==> src/rtl/fir_filter_mac_top_assert.svh <==
// Assertion macros shared by the FIR filter RTL.
`ifndef FIR_FILTER_MAC_TOP_ASSERT_SVH
`define FIR_FILTER_MAC_TOP_ASSERT_SVH

// Same-cycle implication, checked on clk, off during reset.
`define FIRMAC_CHK(lbl, ante, cons, msg) \
	lbl: assert property (@(posedge clk) disable iff (!arst_n) (ante) |-> (cons)) \
		else $error(msg);

// Next-cycle implication, checked on clk, off during reset.
`define FIRMAC_CHK_NEXT(lbl, ante, cons, msg) \
	lbl: assert property (@(posedge clk) disable iff (!arst_n) (ante) |=> (cons)) \
		else $error(msg);

`endif

==> src/rtl/firmac_pkg.sv <==
// Shared constants and types of the FIR filter.
`default_nettype none

package firmac_pkg;

	localparam int MAX_TAPS_DEF = 1025;
	localparam int SAMPLE_BITS  = 24;
	localparam int DATA_W       = 24;
	localparam int OUT_BITS     = (SAMPLE_BITS < DATA_W) ? SAMPLE_BITS : DATA_W;
	localparam int PROD_W       = 2 * DATA_W;
	localparam int CFG_W        = 11;
	localparam int IDX_PORT_W   = 11;
	localparam int FRAC_SHIFT   = 20;

	localparam logic [CFG_W-1:0] TAP_COUNT_RST = 11'd33;

	// item opcodes
	localparam logic OP_SAMPLE = 1'b0;
	localparam logic OP_LOAD   = 1'b1;

	// control that travels with the memory read data into the MAC
	typedef struct packed {
		logic clear;
		logic valid;
		logic live;
	} mac_ctrl_t;

endpackage

`default_nettype wire

==> src/rtl/firmac_unit.sv <==
// Multiply-accumulate unit with round and saturate of the sum.
`default_nettype none

module firmac_unit #(
	parameter int ACC_W = firmac_pkg::PROD_W + 11
) (
	input  wire                                  clk,
	input  wire                                  arst_n,
	input  firmac_pkg::mac_ctrl_t                ctl,
	input  wire signed [firmac_pkg::DATA_W-1:0]  hist,
	input  wire signed [firmac_pkg::DATA_W-1:0]  coef,
	output logic                                 pend,
	output logic       [firmac_pkg::DATA_W-1:0]  rnd_sample,
	output logic                                 rnd_sat
);

	localparam int PW = firmac_pkg::PROD_W;
	localparam int DW = firmac_pkg::DATA_W;
	localparam int OB = firmac_pkg::OUT_BITS;
	localparam int Q_W = ACC_W - firmac_pkg::FRAC_SHIFT;
	localparam logic [ACC_W-1:0] BIAS = ACC_W'(64'd1 << (firmac_pkg::FRAC_SHIFT - 1));
	localparam logic [DW-1:0] SAT_HI = DW'((64'sd1 <<< (OB - 1)) - 64'sd1);
	localparam logic [DW-1:0] SAT_LO = DW'(-(64'sd1 <<< (OB - 1)));

	logic signed [PW-1:0] prod_s2;
	logic                 valid_s2;
	logic [ACC_W-1:0]     acc_q;
	logic [Q_W-1:0]       q;
	logic [Q_W-OB:0]      q_top;

	always_ff @(posedge clk or negedge arst_n) begin
		if (!arst_n) begin
			valid_s2 <= 1'b0;
		end else begin
			valid_s2 <= ctl.valid;
		end
	end

	// taps past the fill count hold the reset zero of the history
	always_ff @(posedge clk) begin
		if (ctl.live) begin
			prod_s2 <= hist * coef;
		end else begin
			prod_s2 <= '0;
		end
		if (ctl.clear) begin
			acc_q <= BIAS;
		end else if (valid_s2) begin
			acc_q <= acc_q + {{(ACC_W-PW){prod_s2[PW-1]}}, prod_s2};
		end
	end

	assign pend = valid_s2;

	// bias was preloaded, so the arithmetic shift rounds half up
	assign q     = acc_q[ACC_W-1:firmac_pkg::FRAC_SHIFT];
	assign q_top = q[Q_W-1:OB-1];

	always_comb begin
		rnd_sat    = !((&q_top) || !(|q_top));
		rnd_sample = q[DW-1:0];
		if (rnd_sat) begin
			rnd_sample = q[Q_W-1] ? SAT_LO : SAT_HI;
		end
	end

endmodule

`default_nettype wire

==> config.mk <==
export PLATFORM = sky130hd
export DESIGN_NAME = firmac_unit
export DESIGN_NICKNAME = d
export VERILOG_FILES = /design/src/rtl/fir_filter_mac_top_assert.svh /design/src/rtl/firmac_pkg.sv /design/src/rtl/firmac_unit.sv
export SDC_FILE = /design/constraint.sdc
export NUM_CORES = 2
export LEC_CHECK = 0
export ABC_AREA = 1
export BUFFER_PORTS_ARGS = -buffer_cell sky130_fd_sc_hd__clkbuf_2
export CORE_MARGIN = 4
export CORE_UTILIZATION = 30
export DETAILED_ROUTE_END_ITERATION = 16
export PLACE_DENSITY = 0.55
export SLEW_MARGIN = 20
export SYNTH_ARGS = -nofsm -noshare
export SYNTH_HDL_FRONTEND = slang
export SYNTH_SLANG_ARGS = --single-unit
export TNS_END_PERCENT = 5
==> constraint.sdc <==
create_clock -name clk -period 2.5 [get_ports clk]
set_input_delay 0.5 -clock clk [delete_from_list [all_inputs] [get_ports clk]]
set_output_delay 0.5 -clock clk [all_outputs]
set_load 0.02 [all_outputs]
== Word level (Yosys, flattened, before mapping) ==
Index checks and enable logic that the tools add are counted.
Storage, ports and cells
  output and inout port bits: 26
  bits of input ports: 53
  register bits: 108
  word-level logic and storage cells: 12
Cells by class
  $add $sub $neg: 1
  multipliers: 1
  mux-type cells: 2
  reductions and logical operators: 5
Operator list (number)
  adder 59 bit: 1
  multiplier 24 x 24 -> 48 bit: 1
  two-way mux 24 bit: 2
  AND reduction 16 bit: 1
  OR reduction 16 bit: 1
  logical NOT 1 bit: 2
  logical OR 1 bit: 1

== Depth between registers and ports, before layout ==
  depth in word-level cells: 4
  depth in mapped cells: 30
  mapped depth without buffers: 29

== Worst setup path after synthesis ==
OpenSTA, ideal clock, no wires.
  path type: input -> register
  start: in hist[23] in the netlist's numbering
  end: reg prod_s2[47]
  stages on the path: 24
  library setup time: 0.113 ns
  arrival time: 6.384 ns
  path buffers: 1
  required time: 2.387 ns
  path slack: -3.997 ns
  cells stage by stage: clkbuf_1 -> nand2_1 -> inv_1 -> fa_1 -> fa_1 -> inv_1 -> fa_1 -> inv_1 -> fa_1 -> inv_1 -> fa_1 -> inv_1 -> fa_1 -> fa_1 -> ha_1 -> nand2_1 -> nor2_1 -> inv_1 -> nor4_1 -> o21ai_0 -> nand3_1 -> nand2_1 -> nand2_1 -> nor2_1
On the way
  cells in the longest elaborated chain, start to end: 1
RTL lines
  start, declared: RTL line firmac_unit.sv:10  | input wire signed [firmac_pkg::DATA_W-1:0] hist,
  multiplier 24 x 24 -> 48 bit: RTL line firmac_unit.sv:42  | prod_s2 <= hist * coef;
  end signal, assigned: RTL line firmac_unit.sv:42
  end, declared: RTL line firmac_unit.sv:25  | logic signed [PW-1:0] prod_s2;
Every way passes these cells.
A chain may end at the register's enable or synchronous reset.

== Worst setup path after layout ==
  start: in coef[10] in the netlist's numbering
  end: reg prod_s2[41]
On the way
  cells in the longest elaborated chain, start to end: 1
RTL lines
  start, declared: RTL line firmac_unit.sv:11  | input wire signed [firmac_pkg::DATA_W-1:0] coef,
  multiplier 24 x 24 -> 48 bit: RTL line firmac_unit.sv:42
Every way passes these cells.

==> metrics.csv <==
stage,metric,value,unit
logic_synthesis,cell area after synthesis,30800,µm²
grt,number of global-route vias before repair,28800,
route,initial drt markers,1599,
clock_tree,clk sinks,108,
logic_synthesis,xor/xnor share of the synthesized area,1.08,%
grt,met3 GRT Util,1.66,%
layout,Layout area overhead,23.3,%
floorplan,initial core utilization,30.2,%
logic_synthesis,ys async rst share,0.926,%
logic_synthesis,post-synth top area share,39.5,%
logic_synthesis,most common library cells after synthesis,"1227 x inv_1, 1117 x nand2_1, 608 x fa_1",
run_status,failing checks,setup timing,
worst_setup_path,startpoint types,input pin,
grt,GRT met2 Usage,32.1,%
sta,FMAX,0.164,GHz
worst_setup_path,WS Path Type,in2reg,
logic_synthesis,Avg Inst Size Synth,7.14,µm²
worst_setup_path,"Largest stage delay, worst path",0.71,ns
worst_setup_path,worst r2r path cells,13,
clock_tree,Num CTS Buffers,9,
logic_synthesis,ranking of synthesized cells by area,"fa_1 40%, inv_1 15%, nand2_1 14%",
logic_synthesis,synthesis-stage register bit count,108,
grt,total congestion overflow,0,
logic_synthesis,compound-cell area share of the yosys netlist,6.96,%
min_path,Hold EP,pend,
grt,initial antenna violation count,0,
logic_synthesis,simple-gate portion of the synthesized area,21.0,%
sta,total negative setup slack,-132.76,ns
floorplan,Die Area,108000,µm²
logic_synthesis,largest family of logic cells by synthesized area,adder cells,
min_path,Hold Path Depth,1,
clock_tree,Skew-Pair Late Insertion Delay,0.38,ns
clock_tree,H-tree depth,3,
grt,GRT Util Overall,18.7,%
floorplan,core footprint,102000,µm²
clock_tree,clock transition at the registers of the reported paths,0.08,ns
clock_tree,CTS tree,done,
worst_setup_path,"Largest delay share family, worst path",adder cells,
grt,gr busiest metal,met2,
sta,Tmin final,6.10,ns
worst_setup_path,most frequent CP cell,fa_1,
route,TritonRoute pass-1 iters,5,
worst_setup_path,reg2reg end,acc_q[42],
layout,layout cells sized above 1,17.0,%
floorplan,Std-Cell Rows,117,
logic_synthesis,top-count cell post-synth,inv_1,
logic_synthesis,Post-Synthesis Cells,4310,
logic_synthesis,post-synthesis mux area share,0,%
sta,part of the cycle the worst path needs,244,%
clock_tree,clk buf depth,2,
worst_setup_path,crit-path cells,"buf_4, buf_12, nand2_4, fa_2, inv_2, fa_2, buf_4, fa_1, fa_1, fa_1, fa_1, fa_1, ha_1, buf_4, nand2_1, nor2_1, inv_1, o21ai_0, a21oi_2, nand3_2, nand2_1, nand2_1, nor2_1",
sta,RSZ-0062 raised after global routing,yes,
route,via count,27200,
logic_synthesis,unique cell type count in the Yosys netlist,43,
logic_synthesis,post-synthesis adder-cell area fraction,47.3,%
worst_setup_path,Worst Path Required,2.81,ns
sta,Fin. Hold Viols,0,
logic_synthesis,sequential cell area fraction in the yosys report,7.04,%
placed_design,Final HPWL DP,86.9,mm
clock_tree,root buf cell,clkbuf_16,
flow_run,Max-Cap Viols,0,
sta,post-route setup slack,-3.60,ns
worst_setup_path,CP endpoint kind,flop,
floorplan,Die W,328,µm
worst_setup_path,reg2reg setup slack,0.12,ns
worst_setup_path,crit path buf inv count,6,
sta,Rel. slew slack,52.8,%
logic_synthesis,Post-Syn Nets,5163,
route,Routed Antenna Nets,0,
route,Avg Vias per Cell,4.47,
floorplan,Die Y-Extent,328,µm
min_path,min-delay src,ctl[1],
layout,Ant. Diodes,0,
grt,pin count of the biggest net entering global routing,35,
worst_setup_path,Critical Path AT,6.41,ns
worst_setup_path,RR Startpoint,prod_s2[40],
placed_design,gpl congestion,0.988,
logic_synthesis,Post-synth EDFFs,0,
min_path,Hold Crit Class,in2reg,
layout,layout net count,5563,
floorplan,I/O pin count,79,
grt,first-pass GRT wire length,159,mm
sta,Hold Worst Slack,0.233,ns
logic_synthesis,Synth Flop Type,dfxtp_1,
sta,Max Transition Viols Final,0,
logic_synthesis,cell taking the most area after synthesis,fa_1,
logic_synthesis,Yosys warnings,0,
run_status,outcome,"finished, violations left",
route,DRC viols,0,
grt,GRT met1 Usage,25.0,%
sta,Worst Clk Skew,0.0112,ns
route,mean routed wirelength per cell,16.3,µm
sta,# setup viols final,64,
worst_setup_path,CP max-delay cell,fa_2,
worst_setup_path,Crit Path Max Fanout,7,
sta,measured slew at the worst slew-check pin,0.707,ns
route,Total Wirelength,99.4,mm
placed_design,Port Buffer Count,78,
-- registers in the layout (all words and copies together), names as in the netlist --
name and count:
acc_q 59, pend 1, prod_s2 48
-- metal layers --
layer	vias to the layer above	wire length (µm)	share of wire, %
met2	583	47200	47
li1	13200	-	-
met4	0	3320	3.3
met1	13300	44300	45
met3	129	4570	4.6
met5	-	0	0
-- layout make-up --
class / count / area [µm²]
multi-input cells: 2845 / 24700
well taps: 1368 / 1710
repair buffers: 514 / 4470
clock buffers: 9 / 225
inverters: 1232 / 4630
flip-flops and latches: 108 / 2190
clock inverters: 6 / 60.1
fillers: 10900 / 63900
-- worst register-to-register path: stages (launching register included) --
cell	delay [ns]
dfxtp_1	0.37
ha_1	0.38
nand2_1	0.14
nor2_1	0.29
inv_1	0.10
nor2_1	0.18
inv_2	0.06
nor2_2	0.11
nand3_1	0.11
nand3b_1	0.21
a21oi_1	0.09
o21ai_0	0.14
nand2_1	0.09
inv_1	0.05
-- how the worst max path moves through the flow --
stage                     cells past startpoint  slack (ns)     start           to
after floorplan                              24       -3.41   coef[2]  prod_s2[46]
after CTS                                    24       -3.60  hist[23]  prod_s2[41]
final                                        23       -3.60  coef[10]  prod_s2[41]
after detailed placement                     26       -4.35   coef[1]  prod_s2[41]
after global placement                       26       -4.36   coef[1]  prod_s2[41]
after global routing                         31       -3.88  hist[23]  prod_s2[39]
-- cell usage in the layout, fill, tap and decap left out, drive strengths merged, types with 10 or more instances in the layout --
cell    instances
o21bai         29
nor2          319
o21ai         143
fa            608
nor3           17
dfxtp         107
a31oi          10
o21a           14
inv          1233
nand2        1125
ha            192
nand3         113
xnor2          12
xor2           26
buf           446
a21oi         177
clkbuf         76
nand4          20
-- metrics by stage --
stage	worst slack [ns]	utilization (%)	instances	area, µm²
2_1_floorplan	-3.41	-	4310	31000
6_report	-3.60	37.2	6082	37900
4_1_cts	-3.60	36.6	6071	37300
3_5_place_dp	-4.35	35.5	6054	36200
3_3_place_gp	-4.36	35.5	6054	36200
5_1_grt	-3.88	37.2	6082	37900
-- repair_timing --
action / in CTS / in global routing
endpoints found under the hold margin: 1 / 0
endpoints found under the setup margin: 67 / 80
resized for setup: 169 / 171
setup buffers: 1 / 7
hold buffers: 1 / 0
gates cloned: 0 / 4
pin swaps: 18 / 70
-- logic make-up (layout without fill, tap and decap cells) --
kind of cell | Yosys count | after routing
buffers and inverters | 1357 | 1761
xor gates and xnor gates | 38 | 38
DFF | 108 | 108
adders and majority gates | 800 | 800
AOI/OAI and AO/OA | 388 | 388
and+or+nand+nor | 1619 | 1619
Power is left out: the tool's default activity adds up to more than one toggle a clock period on the data nets, which glitch-free logic cannot reach.
